**config.mk**
```make
export PLATFORM = sky130hd
export DESIGN_NAME = json_byte_tokenizer
export DESIGN_NICKNAME = d
export VERILOG_FILES = /design/src/design/jbt_pkg.sv /design/src/design/jbt_front.sv /design/src/design/jbt_queue.sv /design/src/design/jbt_back.sv /design/src/design/json_byte_tokenizer.sv
export SDC_FILE = /design/constraint.sdc
export NUM_CORES = 1
export LEC_CHECK = 0
export ABC_CLOCK_PERIOD_IN_PS = 3400
export BUFFER_PORTS_ARGS = -buffer_cell sky130_fd_sc_hd__buf_2
export CELL_PAD_IN_SITES_DETAIL_PLACEMENT = 1
export CELL_PAD_IN_SITES_GLOBAL_PLACEMENT = 1
export CORE_MARGIN = 2
export CORE_UTILIZATION = 40
export CTS_BUF_LIST = sky130_fd_sc_hd__clkbuf_8
export CTS_CLUSTER_DIAMETER = 100
export CTS_CLUSTER_SIZE = 16
export DETAILED_ROUTE_END_ITERATION = 7
export PLACE_DENSITY = 0.63
export SYNTH_ARGS = -nofsm -noshare
export SYNTH_HDL_FRONTEND = slang
export SYNTH_HIERARCHICAL = 1
export SYNTH_SLANG_ARGS = --single-unit
```
**constraint.sdc**
```tcl
create_clock -name clock -period 3.4 [get_ports clock]
set_input_delay 0.85 -clock clock [delete_from_list [all_inputs] [get_ports clock]]
set_output_delay 0.85 -clock clock [all_outputs]
set_load 0.01 [all_outputs]
```
**src/design/jbt_pkg.sv**
```systemverilog
// jbt_pkg: shared types and constants for the json byte tokenizer
// no dependencies; used by every module of the block
package jbt_pkg;

   localparam int unsigned QueueDepth = 4;

   // event codes on rsp_event_kind
   localparam logic EV_BYTE = 1'b0;
   localparam logic EV_END  = 1'b1;

   // character codes
   localparam logic [7:0] CH_LBRACK = 8'h5B;
   localparam logic [7:0] CH_RBRACK = 8'h5D;
   localparam logic [7:0] CH_LBRACE = 8'h7B;
   localparam logic [7:0] CH_RBRACE = 8'h7D;
   localparam logic [7:0] CH_COMMA  = 8'h2C;
   localparam logic [7:0] CH_COLON  = 8'h3A;
   localparam logic [7:0] CH_QUOTE  = 8'h22;
   localparam logic [7:0] CH_BSLASH = 8'h5C;
   localparam logic [7:0] CH_SPACE  = 8'h20;
   localparam logic [7:0] CH_NL     = 8'h0A;
   localparam logic [7:0] CH_TAB    = 8'h09;

   // events caused by one request, always in the order pre, emit, post
   typedef struct packed {
      logic       pre_close;
      logic       emit;
      logic       post_close;
      logic [7:0] data;
   } plan_type;

   // queue handshake between the stages
   typedef struct packed {
      logic valid;
      logic ready;
   } link_type;

endpackage

```
**src/design/jbt_front.sv**
```systemverilog
// jbt_front: classifies each request byte and tracks quote and token state
// depends on jbt_pkg
module jbt_front (
   input  logic              clock,
   input  logic              reset,
   input  logic              req_valid,
   input  logic [7:0]        in_byte,
   input  logic              in_last,
   input  logic              accept,
   output jbt_pkg::plan_type plan,
   output logic              plan_valid
);

   logic       in_quotes_ff, in_quotes_in;
   logic       token_open_ff, token_open_in;
   logic [7:0] prev_byte_ff, prev_byte_in;

   logic is_delim, is_space, is_quote;
   logic pre, emit, post, open_after, quotes_after;

   always_comb begin
      is_delim = (in_byte == jbt_pkg::CH_LBRACK) || (in_byte == jbt_pkg::CH_RBRACK) ||
                 (in_byte == jbt_pkg::CH_LBRACE) || (in_byte == jbt_pkg::CH_RBRACE) ||
                 (in_byte == jbt_pkg::CH_COMMA)  || (in_byte == jbt_pkg::CH_COLON);
      is_space = (in_byte == jbt_pkg::CH_SPACE) || (in_byte == jbt_pkg::CH_NL) ||
                 (in_byte == jbt_pkg::CH_TAB);
      is_quote = (in_byte == jbt_pkg::CH_QUOTE);

      pre = 1'b0;
      emit = 1'b0;
      post = 1'b0;
      open_after = token_open_ff;
      quotes_after = in_quotes_ff;
      if (in_quotes_ff) begin
         emit = 1'b1;
         if (is_quote && (prev_byte_ff != jbt_pkg::CH_BSLASH)) begin
            post = 1'b1;
            open_after = 1'b0;
            quotes_after = 1'b0;
         end else begin
            open_after = 1'b1;
         end
      end else if (is_delim) begin
         pre = token_open_ff;
         emit = 1'b1;
         post = 1'b1;
         open_after = 1'b0;
      end else if (is_quote) begin
         pre = token_open_ff;
         emit = 1'b1;
         open_after = 1'b1;
         quotes_after = 1'b1;
      end else if (is_space) begin
         pre = token_open_ff;
         open_after = 1'b0;
      end else begin
         emit = 1'b1;
         open_after = 1'b1;
      end

      // end of text flushes whatever is pending
      if (in_last) begin
         post = post | open_after;
      end

      plan.pre_close = pre;
      plan.emit = emit;
      plan.post_close = post;
      plan.data = in_byte;
      plan_valid = req_valid && (pre || emit || post);

      in_quotes_in = in_quotes_ff;
      token_open_in = token_open_ff;
      prev_byte_in = prev_byte_ff;
      if (accept) begin
         if (in_last) begin
            in_quotes_in = 1'b0;
            token_open_in = 1'b0;
            prev_byte_in = 8'h00;
         end else begin
            in_quotes_in = quotes_after;
            token_open_in = open_after;
            prev_byte_in = in_byte;
         end
      end
   end

   always_ff @(posedge clock) begin
      if (reset) begin
         in_quotes_ff <= 1'b0;
         token_open_ff <= 1'b0;
         prev_byte_ff <= 8'h00;
      end else begin
         in_quotes_ff <= in_quotes_in;
         token_open_ff <= token_open_in;
         prev_byte_ff <= prev_byte_in;
      end
   end

endmodule

```
**src/design/jbt_queue.sv**
```systemverilog
// jbt_queue: small fifo of event plans between front and back
// depends on jbt_pkg
module jbt_queue #(
   parameter int unsigned DEPTH = jbt_pkg::QueueDepth
) (
   input  logic              clock,
   input  logic              reset,
   input  logic              push,
   input  jbt_pkg::plan_type push_data,
   output logic              full,
   input  logic              pop,
   output jbt_pkg::link_type head_link,
   output jbt_pkg::plan_type head_data
);

   localparam int unsigned PTR_W = (DEPTH > 1) ? $clog2(DEPTH) : 1;
   localparam int unsigned CNT_W = $clog2(DEPTH + 1);

   jbt_pkg::plan_type slot_ff [DEPTH];
   logic [PTR_W-1:0]  wr_ptr_ff, wr_ptr_in;
   logic [PTR_W-1:0]  rd_ptr_ff, rd_ptr_in;
   logic [CNT_W-1:0]  count_ff, count_in;

   always_comb begin
      full = (count_ff == CNT_W'(DEPTH));
      head_link.valid = (count_ff != '0);
      head_link.ready = pop;
      head_data = slot_ff[rd_ptr_ff];

      wr_ptr_in = wr_ptr_ff;
      rd_ptr_in = rd_ptr_ff;
      if (push) begin
         wr_ptr_in = (wr_ptr_ff == PTR_W'(DEPTH - 1)) ? '0 : wr_ptr_ff + 1'b1;
      end
      if (pop) begin
         rd_ptr_in = (rd_ptr_ff == PTR_W'(DEPTH - 1)) ? '0 : rd_ptr_ff + 1'b1;
      end
      count_in = count_ff + CNT_W'(push) - CNT_W'(pop);
   end

   always_ff @(posedge clock) begin
      if (push) begin
         slot_ff[wr_ptr_ff] <= push_data;
      end
   end

   always_ff @(posedge clock) begin
      if (reset) begin
         wr_ptr_ff <= '0;
         rd_ptr_ff <= '0;
         count_ff <= '0;
      end else begin
         wr_ptr_ff <= wr_ptr_in;
         rd_ptr_ff <= rd_ptr_in;
         count_ff <= count_in;
      end
   end

   a_no_underflow: assert property (@(posedge clock) disable iff (reset)
      pop |-> (count_ff != '0))
      else $error("queue popped while empty");

   a_no_overflow: assert property (@(posedge clock) disable iff (reset)
      push |-> !full)
      else $error("queue pushed while full");

   a_count_bound: assert property (@(posedge clock) disable iff (reset)
      count_ff <= CNT_W'(DEPTH))
      else $error("queue count out of range");

endmodule

```
**src/design/jbt_back.sv**
```systemverilog
// jbt_back: expands queued plans into result events behind an output register
// depends on jbt_pkg
module jbt_back (
   input  logic              clock,
   input  logic              reset,
   input  jbt_pkg::link_type head_link,
   input  jbt_pkg::plan_type head_data,
   output logic              pop,
   output logic              rsp_valid,
   input  logic              rsp_ready,
   output logic              event_kind,
   output logic [7:0]        token_byte,
   output logic              run_last
);

   logic [2:0] done_ff, done_in;
   logic       valid_ff, valid_in;
   logic       kind_ff, kind_in;
   logic [7:0] byte_ff, byte_in;
   logic       last_ff, last_in;

   logic [2:0] remaining, pick, rest;
   logic       load;

   always_comb begin
      // bit 2 pre close, bit 1 byte, bit 0 post close
      remaining = {head_data.pre_close, head_data.emit, head_data.post_close} & ~done_ff;
      if (remaining[2]) begin
         pick = 3'b100;
      end else if (remaining[1]) begin
         pick = 3'b010;
      end else begin
         pick = 3'b001;
      end
      rest = remaining & ~pick;

      load = head_link.valid && (!valid_ff || rsp_ready);
      pop = load && (rest == 3'b000);

      valid_in = valid_ff;
      kind_in = kind_ff;
      byte_in = byte_ff;
      last_in = last_ff;
      done_in = done_ff;
      if (load) begin
         valid_in = 1'b1;
         kind_in = pick[1] ? jbt_pkg::EV_BYTE : jbt_pkg::EV_END;
         byte_in = pick[1] ? head_data.data : 8'h00;
         last_in = (rest == 3'b000);
         done_in = (rest == 3'b000) ? 3'b000 : (done_ff | pick);
      end else if (rsp_ready) begin
         valid_in = 1'b0;
      end
   end

   always_ff @(posedge clock) begin
      if (reset) begin
         valid_ff <= 1'b0;
         done_ff <= 3'b000;
      end else begin
         valid_ff <= valid_in;
         done_ff <= done_in;
      end
   end

   always_ff @(posedge clock) begin
      kind_ff <= kind_in;
      byte_ff <= byte_in;
      last_ff <= last_in;
   end

   assign rsp_valid = valid_ff;
   assign event_kind = kind_ff;
   assign token_byte = byte_ff;
   assign run_last = last_ff;

   a_head_has_work: assert property (@(posedge clock) disable iff (reset)
      head_link.valid |-> (remaining != 3'b000))
      else $error("queued plan has no events left");

   a_end_carries_zero: assert property (@(posedge clock) disable iff (reset)
      (valid_ff && (kind_ff == jbt_pkg::EV_END)) |-> (byte_ff == 8'h00))
      else $error("end event with nonzero byte");

   a_done_clear_when_idle: assert property (@(posedge clock) disable iff (reset)
      !head_link.valid |-> (done_ff == 3'b000))
      else $error("progress mask left set with empty queue");

endmodule

```
**src/design/json_byte_tokenizer.sv**
```systemverilog
// json_byte_tokenizer: top level of the byte stream tokenizer
// depends on jbt_pkg, jbt_front, jbt_queue, jbt_back
//
// Splits a text byte stream into tokens. Each request (one byte plus a last
// flag) yields zero to three results: token bytes (event_kind 0) and a
// token-end event (event_kind 1, token_byte 0); run_last marks the final
// result of each request. Brackets, braces, comma and colon form one-byte
// tokens, whitespace ends a token and is dropped, a double quote opens a
// quoted token closed by a quote not preceded by a backslash, and the last
// flag flushes any open token and returns the state to its reset values.
// A request is taken every cycle while the plan queue has room; the output
// side delivers one result per cycle while rsp_ready takes them, so a request
// that makes two or three results holds the output for each of them, and the
// QUEUE_DEPTH entry queue absorbs those bursts. A request reaches its first
// result through the queue write, then the output register.
module json_byte_tokenizer #(
   parameter int unsigned QUEUE_DEPTH = jbt_pkg::QueueDepth
) (
   input  logic       clock,
   input  logic       reset,
   input  logic       req_valid,
   output logic       req_ready,
   input  logic [7:0] req_in_byte,
   input  logic       req_in_last,
   output logic       rsp_valid,
   input  logic       rsp_ready,
   output logic       rsp_event_kind,
   output logic [7:0] rsp_token_byte,
   output logic       rsp_run_last
);

   jbt_pkg::plan_type plan;
   jbt_pkg::plan_type head_data;
   jbt_pkg::link_type head_link;
   logic              plan_valid;
   logic              queue_full;
   logic              accept;
   logic              pop;

   // a request is accepted whenever the queue has a free slot; requests
   // that make no result (whitespace with nothing pending) never enter it
   assign req_ready = !queue_full;
   assign accept = req_valid && req_ready;

   // front: classification and token state
   jbt_front u_front (
      .clock      (clock),
      .reset      (reset),
      .req_valid  (req_valid),
      .in_byte    (req_in_byte),
      .in_last    (req_in_last),
      .accept     (accept),
      .plan       (plan),
      .plan_valid (plan_valid)
   );

   // decoupling queue of per-request event plans
   jbt_queue #(
      .DEPTH (QUEUE_DEPTH)
   ) u_queue (
      .clock     (clock),
      .reset     (reset),
      .push      (plan_valid && req_ready),
      .push_data (plan),
      .full      (queue_full),
      .pop       (pop),
      .head_link (head_link),
      .head_data (head_data)
   );

   // back: one result per cycle into the output register while results are taken
   jbt_back u_back (
      .clock      (clock),
      .reset      (reset),
      .head_link  (head_link),
      .head_data  (head_data),
      .pop        (pop),
      .rsp_valid  (rsp_valid),
      .rsp_ready  (rsp_ready),
      .event_kind (rsp_event_kind),
      .token_byte (rsp_token_byte),
      .run_last   (rsp_run_last)
   );

endmodule
```
**Yosys cells after proc, flatten, opt, wreduce, memory -nomap -nowiden**

Memories as Yosys holds them, arrays and structs flattened. A register that Yosys moved wholly into a read port is not among the register bits.
Cells that the tools add are included.

- $add $sub $neg: 4
- Equal/unequal tests: 14
- Muxes and demuxes: 33
- Bitwise logic cells: 6
- Reduce and logical (&&, ||, !) cells: 21

Operator list:

| kind | count |
|---|---|
| 8-bit by 6-bit == test with 1-bit output, second input constant | 4 |
| 8-bit by 7-bit == test with 1-bit output, second input constant | 4 |
| 1-bit two-way mux | 25 |
| 8-bit by 4-bit == test with 1-bit output, second input constant | 2 |
| 1-bit logical OR | 10 |
| 2-bit two-way mux | 5 |
| 8-bit two-way mux | 1 |
| 8-bit by 7-bit inequality test with 1-bit output, second input constant | 1 |
| 3-bit AND | 2 |
| 1-bit logical AND | 6 |
| 3-bit two-way mux | 2 |
| 3-bit inverter | 2 |
| 2-bit by 1-bit adder with 2-bit output, second input constant | 2 |
| 2-bit == test, second input constant | 2 |
| 3-bit by 1-bit adder with 3-bit output | 1 |
| 3-bit == test, second input constant | 1 |
| 3-bit logical NOT | 1 |
| 3-bit bitwise OR | 1 |
| 3-bit nonzero test | 1 |
| 3-bit by 1-bit subtractor with 3-bit output | 1 |
| 1-bit logical NOT | 2 |
| 2-bit nonzero test | 1 |
| 1-bit bitwise OR | 1 |

- Register bits after elaboration: 31
- Memory bits (writable): 44
- Input port bits: 13
- Output and inout port bits: 12
- Logic and storage cells: 90
- Memories: 1

Memory list:

| memory | depth | bits a word | read ports | clocked after Yosys merged registers in | wr ports | line | source |
|---|---|---|---|---|---|---|---|
| u_queue.slot_ff | 4 | 11 | 1 | 1 | 1 | jbt_queue.sv:19 | `jbt_pkg::plan_type slot_ff [DEPTH];` |

**Depth between registers and ports, before layout**

- Depth in word-level cells: 15
- Mapped depth: 11
- Mapped depth without buffers: 10

**Cells and area by module**

Netlist, hierarchy kept.

By module, submodules not included:

| module | instances | cells an instance | area an instance (µm²) | seq. area each (µm²) |
|---|---|---|---|---|
| jbt_queue | 1 | 101 | 2052.0 | 1501.4 |
| jbt_front | 1 | 86 | 700.7 | 200.2 |
| jbt_back | 1 | 49 | 640.6 | 380.4 |
| json_byte_tokenizer | 1 | 3 | 16.3 | 0.0 |

**Worst setup path before layout**

OpenSTA, ideal clock, no wires.

- Path type: input to register
- Start point: input req_in_byte[4]
- End point: register u_queue.count_ff[2]
- Library setup time: 0.110 ns
- Arrival time: 3.081 ns
- Required time: 3.290 ns
- Slack: 0.209 ns
- Cell stages on the path: 8
- Path buffers: 0
- Cells stage by stage: or4_4 -> or3_4 -> o21a_1 -> nor2b_1 -> ha_1 -> fa_1 -> xor3_1 -> nor2_1

- Elaborated cells on any way between the ends: 40
- Those cells by class: add/sub (2); eq/ne (10); mux (15); bitwise (1); reduce/logical (12)

RTL lines:

| item | line | source |
|---|---|---|
| start: declaration | json_byte_tokenizer.sv:23 | `input logic [7:0] req_in_byte,` |
| 8-bit by 7-bit == test with 1-bit output | jbt_front.sv:22 | `is_delim = (in_byte == jbt_pkg::CH_LBRACK) \|\| (in_byte == jbt_pkg::CH_RBRACK) \|\|` |
| 1-bit logical OR (2 in a row) | jbt_front.sv:22 |  |
| 1-bit logical OR (2 in a row) | jbt_front.sv:23 | `(in_byte == jbt_pkg::CH_LBRACE) \|\| (in_byte == jbt_pkg::CH_RBRACE) \|\|` |
| 1-bit logical OR | jbt_front.sv:24 | `(in_byte == jbt_pkg::CH_COMMA) \|\| (in_byte == jbt_pkg::CH_COLON);` |
| 1-bit two-way mux * | jbt_front.sv:43 | `end else if (is_delim) begin` |
| 1-bit two-way mux * | jbt_front.sv:34 | `if (in_quotes_ff) begin` |
| named net u_front.emit | jbt_front.sv:19 | `logic pre, emit, post, open_after, quotes_after;` |
| 1-bit logical OR * (2 in a row) | jbt_front.sv:70 | `plan_valid = req_valid && (pre \|\| emit \|\| post);` |
| 1-bit logical AND * | jbt_front.sv:70 |  |
| named net plan_valid | json_byte_tokenizer.sv:35 | `logic plan_valid;` |
| 1-bit logical AND * | json_byte_tokenizer.sv:63 | `.push (plan_valid && req_ready),` |
| 3-bit by 1-bit adder with 3-bit output * | jbt_queue.sv:38 | `count_in = count_ff + CNT_W'(push) - CNT_W'(pop);` |
| 3-bit by 1-bit subtractor with 3-bit output * | jbt_queue.sv:38 |  |
| end signal: assignment | jbt_queue.sv:55 | `count_ff <= count_in;` |
| end: declaration | jbt_queue.sv:22 | `logic [CNT_W-1:0] count_ff, count_in;` |

Mark *: on every way through the listed nets, which the timed path passes. The rest lies on a longest branch.
A chain may end at the register's enable or synchronous reset.

==> summary.txt <==
Status
  • Outcome: finished, final reports clean

Min path
  • Worst Hold End: u_front/prev_byte_ff[0]$_SDFFE_PP0P_
  • Hold Crit Depth: 2
  • Hold path start: u_front/prev_byte_ff[0]$_SDFFE_PP0P_
  • HP Class: reg -> reg

Detailed routing
  • Routed vias: 1,912
  • Total Wirelength: roughly 6200 um
  • DRC errors left: 0
  • Via density: 5.072
  • Antenna viol nets, final: 0
  • First DRT Iteration DRCs: 71
  • TritonRoute pass-1 iters: 4
  • DR WL/cell: around 17 um

CTS
  • Num Clock Sinks: 77
  • H-tree levels: 3
  • Post_cts resized: 0
  • CTS tree: yes
  • Clock Pin Slew Worst Setup and Hold Paths: 80 ps
  • Clock root buffer: clkbuf_8
  • Hold-fix buffer count after cts: 0
  • # Post-CTS Setup Buffers: 0
  • Max clock buf depth: 2
  • Worst-Skew Late Latency: 350 ps
  • Inserted Clock Buffers: 9

Pwr
  • PwrDens: 712.7 nW/um^2
  • Final Power: 2.724 mW
  • Maximum vdd ir drop: 0.2659 mV
  • Leak: between 1 and 1.5 nW

Global routing
  • Total GRT Usage: 0.1557
  • First-pass GRT wire length: 10,260 um
  • Grt ovf: 0
  • Largest net degree at the start of global routing: 25
  • Initial antenna violation count: 0
  • Vias in the first global route: 1,960

STA
  • Hold Slack: 488.7 ps
  • Min Tclk post-route: 3055 ps
  • Skew final: 10.43 ps
  • Final setup TNS: 0 ps
  • Rel. slew slack: 0.5721
  • Period utilisation layout: 0.8986
  • Final setup viols: 0
  • Tightest Pin Transition: 641.9 ps
  • RSZ-0062 raised after global routing: false
  • Final Hold Fails: 0
  • Max Freq: 0.3273 GHz
  • Final Max Tran Viols: 0

Die
  • Die Wd: 96.22 um
  • Core area: 8217 um^2
  • Ports: 25
  • Starting Density: 0.4140
  • Die Y: about 96 um
  • Die area: slightly above 9000 um^2
  • Row Count: 33

Placement
  • I/O Buffers: 24
  • Placed insts: 361
  • Hpwl dp: 4391 um
  • Final GP Congestion: 0.7280
  • Placed Area: 3608 um^2

Setup path
  • CP max FO: 11
  • Register-to-Register Path Depth: 10
  • Crit path kind: reg -> reg
  • Reg-to-reg endpoint: u_queue/count_ff[2]$_SDFF_PP0_
  • Worst EP required: 3620 ps
  • R2R Setup Slk: roughly 340 ps
  • Crit path DAT: approximately 3300 ps
  • Startpoint Class: register
  • Endpoint type of the worst setup path: register

Final layout
  • Fin cells: 377
  • Fraction of layout cells with a size suffix above 1: 0.2647
  • Area Growth Syn to Fin: 12.36%
  • Nets: 288
  • Layout filler cell count: ~850
  • Finished Cell Area: 3822 um^2
  • N_diodes: 0

Yosys
  • Mapped Cells: 238
  • Netlist Area Pre-Place: 3402 um^2
  • Yosys warning total: 6
  • Post-Syn Nets: 259
  • Mean post-synth cell area: 14.29 um^2

Run
  • Max Cap Violations: 0
[report_power, final]
part	switching (mW)	total (mW)	internal (mW)
Sequential	0.0695	1.27	1.20
Clock	0.338	0.750	0.412
Combinational	0.361	0.705	0.343
[area by class of cell]
| cell class | instances | area (um^2) | share of cell area |
|---|---|---|---|
| Sequential cell | 77 | 2082 | 0.5447 |
| Inverter | 13 | 48.80 | 0.01277 |
| Clock inverter | 7 | 90.09 | 0.02357 |
| Clock buffer | 9 | 123.9 | 0.03241 |
| Multi-Input combinational cell | 130 | 1136 | 0.2972 |
| Timing Repair Buffer | 36 | 210.2 | 0.05499 |
| Tap cell | 105 | 131.4 | 0.03437 |
[through the flow]
stage / setup slack (ps) / util
5_1_grt: 117.2 / 0.4652
4_1_cts: 297.7 / 0.4652
2_1_floorplan: 208.6 / -
6_report: 344.8 / 0.4652
3_3_place_gp: 71.39 / 0.4392
3_5_place_dp: 0.2691 / 0.4392
[worst max-delay path, stage by stage, from the launching register on]
cell	delay [ps]
dfxtp_1	550
mux4_2	610
nand2b_4	150
maj3_2	200
and2_1	230
ha_1	170
inv_1	40
ha_1	180
fa_1	370
xor3_1	390
nor2_1	40
[how the worst max path moves through the flow]
stage | from | to | cells past startpoint
floorplan | req_in_byte[4] | u_queue/count_ff[2]$_SDFF_PP0_ | 8
global placement | req_in_byte[4] | u_queue/count_ff[2]$_SDFF_PP0_ | 9
detailed placement | req_in_byte[4] | u_queue/count_ff[2]$_SDFF_PP0_ | 9
CTS | register | u_queue/count_ff[2]$_SDFF_PP0_ | 10
global route | register | u_queue/count_ff[2]$_SDFF_PP0_ | 10
finish | register | u_queue/count_ff[2]$_SDFF_PP0_ | 10
[flip-flops by register name, summed over array words and instances, names as in the netlist, 2 cells and up, named ones only]
register and flops:
u_queue/slot_ff 44, u_back/token_byte 8, u_front/prev_byte_ff 8, u_back/done_ff 3, u_queue/count_ff 3, u_queue/rd_ptr_ff 2
u_queue/wr_ptr_ff 2
[routing by layer]
layer,wire [um],track usage
met1,2791,0.1906
met2,3146,0.2593
met3,205,0.04229
met4,89,0.06429
met5,0,0
[cell usage in the layout (no fill, tap or decap), drive strengths merged, types with 3 or more instances in the layout]
cell type / instances
a21oi: 16
and2: 6
and3: 9
buf: 36
clkbuf: 9
dfxtp: 23
edfxtp: 54
ha: 7
inv: 16
mux4: 11
nand2b: 11
nor2: 13
nor2b: 17
or3b: 3
Note: power is estimated with default switching activity, not from simulation.
